### config.mk
export PLATFORM = sky130hd
export DESIGN_NAME = cawb_ram
export DESIGN_NICKNAME = d
export VERILOG_FILES = /design/src/hdl/cawb_ram.sv
export SDC_FILE = /design/constraint.sdc
export NUM_CORES = 1
export LEC_CHECK = 0
export BUFFER_PORTS_ARGS = -buffer_cell sky130_fd_sc_hd__buf_2
export CORE_ASPECT_RATIO = 0.7
export CORE_UTILIZATION = 40
export DETAILED_ROUTE_END_ITERATION = 12
export PLACE_DENSITY_LB_ADDON = 0.08
export SYNTH_ARGS = -nofsm -noshare
export SYNTH_HDL_FRONTEND = slang
export SYNTH_SLANG_ARGS = --single-unit
### constraint.sdc
create_clock -name clk -period 3.3 [get_ports clk]
set_clock_uncertainty 0.1 [all_clocks]
set_input_delay 0.165 -clock clk [delete_from_list [all_inputs] [get_ports clk]]
set_output_delay 0.165 -clock clk [all_outputs]
set_load 0.005 [all_outputs]
### src/hdl/cawb_ram.sv
`timescale 1ns / 1ps
// Generic single-write, single-read RAM with registered read data.
module cawb_ram #(
	parameter int WIDTH = 8,
	parameter int DEPTH = 16
) (
	input  logic                     clk,
	input  logic                     we,
	input  logic [$clog2(DEPTH)-1:0] waddr,
	input  logic [WIDTH-1:0]         wdata,
	input  logic                     re,
	input  logic [$clog2(DEPTH)-1:0] raddr,
	output logic [WIDTH-1:0]         rdata
);

	logic [WIDTH-1:0] mem_q [DEPTH];
	logic [WIDTH-1:0] rdata_q;

	always_ff @(posedge clk) begin
		if (we) begin
			mem_q[waddr] <= wdata;
		end
		if (re) begin
			rdata_q <= mem_q[raddr];
		end
	end

	assign rdata = rdata_q;

endmodule

==> results.cfg, run 1 <==
[detailed_routing]
drtAntennaViolNets = 0
detailedRoute.firstPassIterationCount = 8
routed-via-count = 2370
route.detailed.drc = 4
avgRoutedWirePerCell_um = 23.7
first_iter_violations = 178
drt-vias-per-instance = 5.33
totalWireLength_mm = 10.5

[clocking]
clock_latency_ns = 0.41
cts-htree-levels = 4
cts_tree = yes
clk_path_buf_depth = 2
cts_resized = 0
cts_buffers = 17
path_clk_slew_ns = 0.06
cts_setup_buffers = 0
cts_root_buf = sky130_fd_sc_hd__clkbuf_16
clock_sink_count = 136
postCtsHoldBufs = 0

[pwr]
max-vdd-ir-drop_v = 0.000365
power_density_mw_per_mm2 = 664
net_switching_power_figure_w = 0.000802
power.sequential.fraction = 0.481
power.share.combinational = 0.042
clock_power_share = 0.477
power.share.switching = 0.197
cell_internal_power_w = 0.00327
p_leak_nw = 2.04

[setup_path]
worstSetupPathType = in2reg
setup.worst_path.start_class = input pin
worstPathCellList = buf_2, buf_4, mux4_2, a22oi_1, nand2_1
cp_num_buf_inv = 2
slowest_stage_cell_crit_path = sky130_fd_sc_hd__mux4_2
path_delay_family = buffers and inverters
cp_data_arrival_time_ns = 1.80
worst_path_largest_cell_delay_ns = 0.54
worst-endpoint-required_ns = 3.36
worstPathMaxFanout = 16
endpoint_kind = flip-flop

[global_routing]
grt_pass1_wl_mm = 15.9
first_global_vias = 2436
grt_overflow = 0
pin_count_of_the_biggest_net_entering_global_routing = 33
groute.usage.overall = 0.174
number_of_antenna_violations_at_the_first_check_in_global_routing = 0

[synth]
synth_compound_gate_area_share = 0.0230
synth.yosys.warnings = 0
synth.area.mux_share = 0.148
synth_simple_gate_area_frac = 0.0314
instance_count_of_the_mapped_netlist = 229
largest_family_of_logic_cells_by_synthesized_area = multiplexers
synth_seq_area_share = 0.781
synth.net_count = 248
ys_types = 18
yosys.area_share.adder = 0
ys_ff_latch = 136
synth-xor-area-share = 0
synth.cell_area_mm2 = 0.00523
synthesis.area_per_instance_um2 = 22.8

[timing]
finalWorstPathRequiredPeriod_ns = 1.74
final_max_tran_viols = 0
finalSetupTns_ns = 0
whs_ns = 0.0210
relSlewSlack = 0.317
final_hold_fails = 0
setup_violators_final = 0
max_clock_freq_mhz = 574
tightestPinTransition_ns = 1.02
grt_setup_unrepaired = false
post-route-period-util = 0.528

[floorplan]
design.die.area_mm2 = 0.0135
core_area_mm2 = 0.0126
ioPinCount = 27
std_cell_rows = 34
floorplan.die.height_um = 97.6
initial_core_utilization = 0.415
dieWidth_um = 139

[finish]
design.final.nets = 290
fill_cells = 1037
finalCoreUtilization = 0.487
finish.instance_area_mm2 = 0.00613
antennaDiodeCount = 0
post_route_cells_drive_above_1_share = 0.290
instances_no_fill = 445
area_growth_pct = 17.3

[placement]
instance_count_after_placement_with_tap_cells_included = 414
half_perimeter_wire_length_after_detailed_placement_mm = 6.53
numPortBuffers = 26
detailed_place.area_mm2 = 0.00553
gp_weighted_congestion = 0.712

[flow_run]
drv.max_cap_violation_count = 0

[outcome]
outcome = finished with violations
failed_checks = DRC

[worst_hold_path]
hold_path_class = in2reg
routing by layer:
metal | share of wire | GRT usage | vias up
met5 | 0 | 0 | -
met4 | 0.010 | 0.0744 | 0
met3 | 0.051 | 0.0488 | 12
met2 | 0.45 | 0.246 | 57
met1 | 0.49 | 0.252 | 1238
li1 | - | - | 1063
power by group through the flow:
stage	logic [W]	clock network [W]	registers [W]
6_report	0.000171	0.00194	0.00196
5_1_grt	0.000188	0.00206	0.00196
4_1_cts	0.000174	0.00198	0.00196
3_5_place_dp	0.000174	0	0.00199
3_3_place_gp	0.000172	0	0.00199
2_1_floorplan	0.0000982	0	0.00199
registers in the layout (all words and copies together) (netlist names):
name / flops
rdata: 8
mem_q: 128
cell type report:
class	instances	area (um2)	area share
multi-input combinational	83	1060	0.172
tap	162	203	0.0330
timing repair buffer	33	183	0.0298
sequential	136	4080	0.666
clock buffer	17	425	0.0694
clock inverter	14	181	0.0296
placed cells by master, fill, tap and decap left out, drive strengths merged, types with 2 or more instances in the layout:
cell / synthesis / routed
nand2b: 2 / 2
nand2: 9 / 9
edfxtp: 136 / 136
nand3b: 2 / 2
clkinv: 0 / 7
clkinvlp: 0 / 2
nor3: 4 / 4
nor2: 13 / 13
mux4: 32 / 32
bufinv: 0 / 4
clkbuf: 0 / 17
buf: 7 / 33
a22oi: 16 / 16
worst paths after layout:
kind | start | endpoint | slack (ns) | depth (start not counted)
max reg2reg | mem_q[5][1] | rdata[1] | 1.60 | 3
max | raddr[0] | rdata[0] | 1.56 | 5
min reg2reg | mem_q[12][7] | rdata[7] | 0.64 | 3
min | re | rdata[7] | 0.02 | 1
through the flow:
step | total power (W) | setup slack, ns
4_1_cts | 0.00411 | 1.53
3_5_place_dp | 0.00217 | 1.09
6_report | 0.00407 | 1.56
2_1_floorplan | 0.00209 | 1.54
3_3_place_gp | 0.00217 | 1.12
5_1_grt | 0.00420 | 1.45
Yosys cell counts:
cell type                         instances  area share
sky130_fd_sc_hd__a22oi_1                 16       0.023
sky130_fd_sc_hd__and2_1                   1      0.0012
sky130_fd_sc_hd__and2b_1                  1      0.0014
sky130_fd_sc_hd__buf_2                    3      0.0029
sky130_fd_sc_hd__buf_4                    1      0.0014
sky130_fd_sc_hd__buf_6                    3      0.0065
sky130_fd_sc_hd__clkdlybuf4s25_2          3      0.0057
sky130_fd_sc_hd__edfxtp_1               136        0.78
sky130_fd_sc_hd__mux4_1                  14       0.070
sky130_fd_sc_hd__mux4_2                  18       0.078
sky130_fd_sc_hd__nand2_1                  9      0.0065
sky130_fd_sc_hd__nand2b_1                 2      0.0024
sky130_fd_sc_hd__nand3_1                  1     0.00096
sky130_fd_sc_hd__nand3b_1                 2      0.0029
sky130_fd_sc_hd__nor2_1                  13      0.0093
sky130_fd_sc_hd__nor2b_1                  1      0.0012
sky130_fd_sc_hd__nor3_1                   4      0.0038
sky130_fd_sc_hd__or3b_2                   1      0.0017
cells by family after synthesis:
family                 Yosys count
and+or+nand+nor                 35
AOI/OAI and AO/OA               16
DFF                            136
buffers and inverters           10
muxes                           32
Power figures use the tool's default switching activity.
==> run 2: changes to the inputs <==
--- a/config.mk
+++ b/config.mk
@@ -5,6 +5,7 @@
 export SDC_FILE = /design/constraint.sdc
 export NUM_CORES = 1
 export LEC_CHECK = 0
+export ABC_AREA = 1
 export BUFFER_PORTS_ARGS = -buffer_cell sky130_fd_sc_hd__buf_2
 export CORE_ASPECT_RATIO = 0.7
 export CORE_UTILIZATION = 40
==> constraint.sdc (replaced) <==
create_clock -name clk -period 1.79 [get_ports clk]
set_clock_uncertainty 0.1 [all_clocks]
set_input_delay 0.0895 -clock clk [delete_from_list [all_inputs] [get_ports clk]]
set_output_delay 0.0895 -clock clk [all_outputs]
set_load 0.005 [all_outputs]
==> run 2 against run 1 <==
  * The run now ends clean
  * Critical path depth up 1
  * Die area is 12% higher
  * Synthesized cell count increased by 140%
  * Setup slack got worse by 1.1 ns
  * Wire length rose by 34%
  * Via count rose by 61%
  * Register-to-register slack worse by 1.1 ns
  * Synthesized area up 12%
  * Clock-buffer cell count grew 1
  * Worst hold slack gained 0.0022 ns
  * Largest cell class unchanged
  * Largest power group unchanged
  * Highest routed layer unchanged
==> results.cfg, run 2 <==
[outcome]
outcome = complete, no violations

[pwr]
power.share.switching = 0.222
net_switching_power_figure_w = 0.00164
max-vdd-ir-drop_v = 0.000729
power_density_mw_per_mm2 = 1080
cell_internal_power_w = 0.00575
power.share.combinational = 0.061
power.sequential.fraction = 0.488
clock_power_share = 0.450
p_leak_nw = 2.94

[finish]
mostFrequentLayoutCell = sky130_fd_sc_hd__nand2_1
multi_input_area_mm2 = 0.00121
area_growth_pct = 16.8
finish.instance_area_mm2 = 0.00683
sequential_cell_area_mm2 = 0.00408
fill_cells = 1302
largest_register_ffs = 128
post_route_cells_drive_above_1_share = 0.131
design.final.nets = 616
finalCoreUtilization = 0.485
regMostFlops = mem_q
antennaDiodeCount = 0
layout_common_cells = sky130_fd_sc_hd__nand2_1, sky130_fd_sc_hd__edfxtp_1, sky130_fd_sc_hd__inv_1

[global_routing]
met1_usage = 0.313
globalRouteMet2Util = 0.291
first_global_vias = 3628
grt_pass1_wl_mm = 22.0
number_of_antenna_violations_at_the_first_check_in_global_routing = 0
grtUsageMet3 = 0.0385
pin_count_of_the_biggest_net_entering_global_routing = 65
groute.usage.overall = 0.208
grt_overflow = 0
grt_most_used_layer = met1

[timing]
grt_setup_unrepaired = false
setup_violators_final = 0
whs_ns = 0.0232
finalWorstPathRequiredPeriod_ns = 1.32
tightestPinTransition_ns = 0.639
post-route-period-util = 0.737
final_hold_fails = 0
relSlewSlack = 0.574
final_max_tran_viols = 0
finalSetupTns_ns = 0
max_clock_freq_mhz = 758

[synth]
synth.yosys.warnings = 0
ys_ff_latch = 136
yosysMostFrequentCell = sky130_fd_sc_hd__nand2_1
synth.net_count = 570
synth.cell_area_mm2 = 0.00585
yosys-top-cells-area = sky130_fd_sc_hd__edfxtp_1, sky130_fd_sc_hd__nand2_1, sky130_fd_sc_hd__nand3_1
synth_top_cell_area_share = 0.698
synthesis.area_per_instance_um2 = 10.6
synthArstFlopShare = 0
synth_edf_count = 136
synth_seq_area_share = 0.698
ys_types = 11
cell_taking_the_most_area_after_synthesis = sky130_fd_sc_hd__edfxtp_1
ys_top_cells_by_count = sky130_fd_sc_hd__nand2_1, sky130_fd_sc_hd__edfxtp_1, sky130_fd_sc_hd__inv_1
top_ff_cell_synth = sky130_fd_sc_hd__edfxtp_1
instance_count_of_the_mapped_netlist = 551

[setup_path]
setup.worst_path.start_class = flip-flop
endpoint_kind = flip-flop
worstSetupPathType = reg2reg
timing.reg2reg.worst_path_depth = 6
reg2reg_to = rdata[3]
setup.reg_to_reg.worst_slack_ns = 0.47
cp_data_arrival_time_ns = 1.38
worstPathMaxFanout = 1
r2r-start = mem_q[11][3]
worst-endpoint-required_ns = 1.85

[clocking]
cts_buffers = 17
clock_sink_count = 136
clock_latency_ns = 0.41
path_clk_slew_ns = 0.06
cts_tree = yes
cts_resized = 0
cts_root_buf = sky130_fd_sc_hd__clkbuf_16
clk_path_buf_depth = 2
cts-htree-levels = 4

[floorplan]
core_area_mm2 = 0.0141
floorplan.die.height_um = 103
dieWidth_um = 147
initial_core_utilization = 0.415
design.die.area_mm2 = 0.0151
std_cell_rows = 36
ioPinCount = 27

[placement]
detailed_place.area_mm2 = 0.00624
gp_weighted_congestion = 0.762
half_perimeter_wire_length_after_detailed_placement_mm = 8.56
numPortBuffers = 26

[detailed_routing]
avgRoutedWirePerCell_um = 17.7
first_iter_violations = 445
totalWireLength_mm = 14.1
drt-vias-per-instance = 4.78
route.detailed.drc = 0
routed-via-count = 3821
detailedRoute.firstPassIterationCount = 5
drtAntennaViolNets = 0

[flow_run]
drv.max_cap_violation_count = 0

[worst_hold_path]
hp-start = wdata[1]
worstHoldPathCells = 1
hold_path_class = in2reg
worstHoldEndpoint = mem_q[1][1]
[run 2: cell types whose count changed after synthesis, sizes merged, moves of 3 or more]
cell,previous run,this run
nand2,9,173
inv,0,102
nand3,1,97
mux4,32,0
buf,7,24
a22oi,16,0
nor2,13,17
nor3,4,0
clkdlybuf4s25,3,0
[run 2: logic make-up (layout without fill, tap and decap cells)]
| family | after synthesis | in the layout | synth area share |
|---|---|---|---|
| flops | 136 | 136 | 0.698 |
| buf+inv | 126 | 185 | 0.0939 |
| simple gates | 289 | 289 | 0.208 |
[run 2: layout make-up]
class	count	share of cell area
Sequential cell	136	0.598
Clock buffer	18	0.0628
Tap cell	190	0.0348
Timing Repair Buffer	51	0.0513
Clock inverter	14	0.0196
Multi-Input combinational cell	289	0.178
Inverter	102	0.0560
[run 2: how the worst max path moves through the flow]
stage | to | cells past startpoint | from
floorplan | mem_q[10][0] | 2 | waddr[2]
global placement | rdata[3] | 8 | raddr[0]
detailed placement | rdata[3] | 8 | raddr[0]
CTS | rdata[3] | 6 | mem_q[1][3]
global route | rdata[3] | 6 | mem_q[10][3]
finish | rdata[3] | 6 | mem_q[11][3]
[run 2: per-layer routing]
layer	routed length, um	up-vias
met3	726	16
met1	7330	1827
li1	-	1873
met4	222	0
met2	5870	105
met5	0	-
[run 2: stage by stage]
stage | power [W] | instances | worst slack, ns
2_1_floorplan | 0.00392 | 551 | 0.650
3_3_place_gp | 0.00412 | 765 | 0.297
3_5_place_dp | 0.00413 | 765 | 0.294
4_1_cts | 0.00746 | 800 | 0.497
5_1_grt | 0.00764 | 800 | 0.380
6_report | 0.00739 | 800 | 0.470
[run 2: worst max-delay path: stages (launching register included)]
cell,delay (ns)
sky130_fd_sc_hd__edfxtp_1,0.35
sky130_fd_sc_hd__nand2_1,0.07
sky130_fd_sc_hd__nand2_1,0.06
sky130_fd_sc_hd__nand2_1,0.07
sky130_fd_sc_hd__nand3_1,0.18
sky130_fd_sc_hd__nand3_1,0.17
sky130_fd_sc_hd__nand2_1,0.07
[run 2: power by group through the flow]
stage,registers [W],clock network [W],logic [W]
6_report,0.00361,0.00333,0.000454
5_1_grt,0.00361,0.00352,0.000508
4_1_cts,0.00361,0.00339,0.000458
3_5_place_dp,0.00368,0,0.000451
3_3_place_gp,0.00368,0,0.000450
2_1_floorplan,0.00367,0,0.000251
[run 2: what timing repair did]
| item | in CTS | in global routing |
|---|---|---|
| endpoints found under the hold margin | 15 | 0 |
| buffers inserted | 0 | 0 |
| hold buffers | 3 | 0 |
==> run 3: changes to the inputs <==
--- a/config.mk
+++ b/config.mk
@@ -5,7 +5,7 @@
 export SDC_FILE = /design/constraint.sdc
 export NUM_CORES = 1
 export LEC_CHECK = 0
-export ABC_AREA = 1
+export ABC_AREA = 0
 export BUFFER_PORTS_ARGS = -buffer_cell sky130_fd_sc_hd__buf_2
 export CORE_ASPECT_RATIO = 0.7
 export CORE_UTILIZATION = 40
==> constraint.sdc (replaced) <==
create_clock -name clk -period 1.4 [get_ports clk]
set_clock_uncertainty 0.1 [all_clocks]
set_input_delay 0.07 -clock clk [delete_from_list [all_inputs] [get_ports clk]]
set_output_delay 0.07 -clock clk [all_outputs]
set_load 0.005 [all_outputs]
==> run 3 against run 2 <==
  * The flow now finishes with violations (DRC, setup timing)
  * Highest routed layer unchanged
  * Critical endpoint is now rdata[1]
  * Fmax down 13%
  * Cell count is 40% lower
  * Register-to-register slack got worse by 0.58 ns
  * Clock-buffer cell count decreased by 1
  * Largest power group unchanged
  * Clock power is 26% higher
==> results.cfg, run 3 (same netlist as run 1, synthesis figures left out) <==
[outcome]
outcome = finished with violations
failed_checks = DRC, setup timing

[setup_path]
worstPathMaxFanout = 1
cp_data_arrival_time_ns = 1.56
endpoint_kind = flip-flop
setup.reg_to_reg.worst_slack_ns = -0.11
setup.worst_path.start_class = flip-flop
timing.reg2reg.worst_path_depth = 3
worstSetupPathType = reg2reg
worst-endpoint-required_ns = 1.45
reg2reg_to = rdata[1]
r2r-start = mem_q[11][1]

[floorplan]
ioPinCount = 27
std_cell_rows = 34
design.die.area_mm2 = 0.0135
dieWidth_um = 139
initial_core_utilization = 0.415
core_area_mm2 = 0.0126
floorplan.die.height_um = 97.6

[timing]
finalSetupTns_ns = -0.631
relSlewSlack = 0.409
tightestPinTransition_ns = 0.885
finalWorstPathRequiredPeriod_ns = 1.51
grt_setup_unrepaired = true
post-route-period-util = 1.08
max_clock_freq_mhz = 663
setup_violators_final = 8
final_hold_fails = 0
final_max_tran_viols = 0
worst_slack_ns = -0.109

[worst_hold_path]
worstHoldEndpoint = mem_q[4][7]
hold_path_class = in2reg
hp-start = waddr[3]
worstHoldPathCells = 3

[pwr]
max-vdd-ir-drop_v = 0.000868
power.share.combinational = 0.053
power.share.switching = 0.203
cell_internal_power_w = 0.00741
net_switching_power_figure_w = 0.00189
p_leak_nw = 2.16
power.sequential.fraction = 0.496
clock_power_share = 0.450
power_density_mw_per_mm2 = 1440
power_after_layout_w = 0.00930

[detailed_routing]
drt-vias-per-instance = 5.24
totalWireLength_mm = 10.7
detailedRoute.firstPassIterationCount = 10
drtAntennaViolNets = 0
route.detailed.drc = 4
routed-via-count = 2513
avgRoutedWirePerCell_um = 22.3
first_iter_violations = 178

[finish]
layout_common_cells = sky130_fd_sc_hd__edfxtp_1, sky130_fd_sc_hd__mux4_2, sky130_fd_sc_hd__buf_2
area_growth_pct = 23.2
antennaDiodeCount = 0
mostFrequentLayoutCell = sky130_fd_sc_hd__edfxtp_1
multi_input_area_mm2 = 0.00106
sequential_cell_area_mm2 = 0.00408
regMostFlops = mem_q
design.final.nets = 324
largest_register_ffs = 128
finalCoreUtilization = 0.511
post_route_cells_drive_above_1_share = 0.393
fill_cells = 1025

[clocking]
cts_buffers = 17
clock_latency_ns = 0.41
path_clk_slew_ns = 0.05
cts_root_buf = sky130_fd_sc_hd__clkbuf_16
cts-htree-levels = 4
clock_sink_count = 136
cts_tree = yes
clk_path_buf_depth = 2

[global_routing]
first_global_vias = 2631
grt_pass1_wl_mm = 16.4
number_of_antenna_violations_at_the_first_check_in_global_routing = 0
grt_overflow = 0
groute.usage.overall = 0.177
pin_count_of_the_biggest_net_entering_global_routing = 17

[placement]
half_perimeter_wire_length_after_detailed_placement_mm = 7.09
numPortBuffers = 26
dp_slack_ns = -0.359
gp_weighted_congestion = 0.721

[flow_run]
drv.max_cap_violation_count = 0
## run 3: area by class of cell
class / count / area share
Sequential cell: 136 / 0.634
Multi-Input combinational cell: 83 / 0.164
Timing Repair Buffer: 67 / 0.0826
Clock buffer: 17 / 0.0661
Tap cell: 162 / 0.0315
Clock inverter: 15 / 0.0212
## run 3: timing repair
action | CTS | global route
gates resized for setup | 8 | 5
pin swaps | 3 | 3
hold buffers | 11 | 0
setup endpoints to repair | 8 | 13
setup buffers | 0 | 0
endpoints found under the hold margin | 137 | 0
## run 3: how the worst max path moves through the flow
stage	from	end	slack [ns]	depth (start not counted)
final	mem_q[11][1]	rdata[1]	-0.11	3
after global routing	mem_q[10][5]	rdata[5]	-0.14	3
after CTS	mem_q[11][1]	rdata[1]	-0.13	3
after detailed placement	raddr[0]	rdata[0]	-0.36	5
after global placement	raddr[0]	rdata[0]	-0.36	5
after floorplan	waddr[2]	mem_q[3][0]	-0.04	2
## run 3: stage by stage
stage / instances / hold slack [ns] / area, um2
after detailed placement: 437 / 0.363 / 5740
after global placement: 437 / 0.365 / 5740
after global routing: 480 / 0.101 / 6440
after CTS: 480 / 0.0813 / 6430
final: 480 / 0.0945 / 6440
after floorplan: 229 / 0.0689 / 5220
## run 3: power groups by stage
| stage | sequential (W) | combinational, W | clock, W |
|---|---|---|---|
| final | 0.00462 | 0.000496 | 0.00419 |
| after global routing | 0.00462 | 0.000539 | 0.00446 |
| after CTS | 0.00462 | 0.000502 | 0.00427 |
| after detailed placement | 0.00470 | 0.000466 | 0 |
| after global placement | 0.00470 | 0.000463 | 0 |
| after floorplan | 0.00469 | 0.000240 | 0 |
## run 3: worst max-delay path, cell delays in order, from the launching register on
cell	delay (ns)
sky130_fd_sc_hd__edfxtp_1	0.36
sky130_fd_sc_hd__mux4_2	0.50
sky130_fd_sc_hd__a22oi_2	0.20
sky130_fd_sc_hd__nand2_1	0.08
## run 3: per-layer routing
metal,vias up,GRT usage,part of all wire
met5,-,0,0
met4,0,0.0564,0.0063
met2,60,0.246,0.44
met1,1320,0.260,0.52
met3,6,0.0606,0.040
li1,1127,-,-
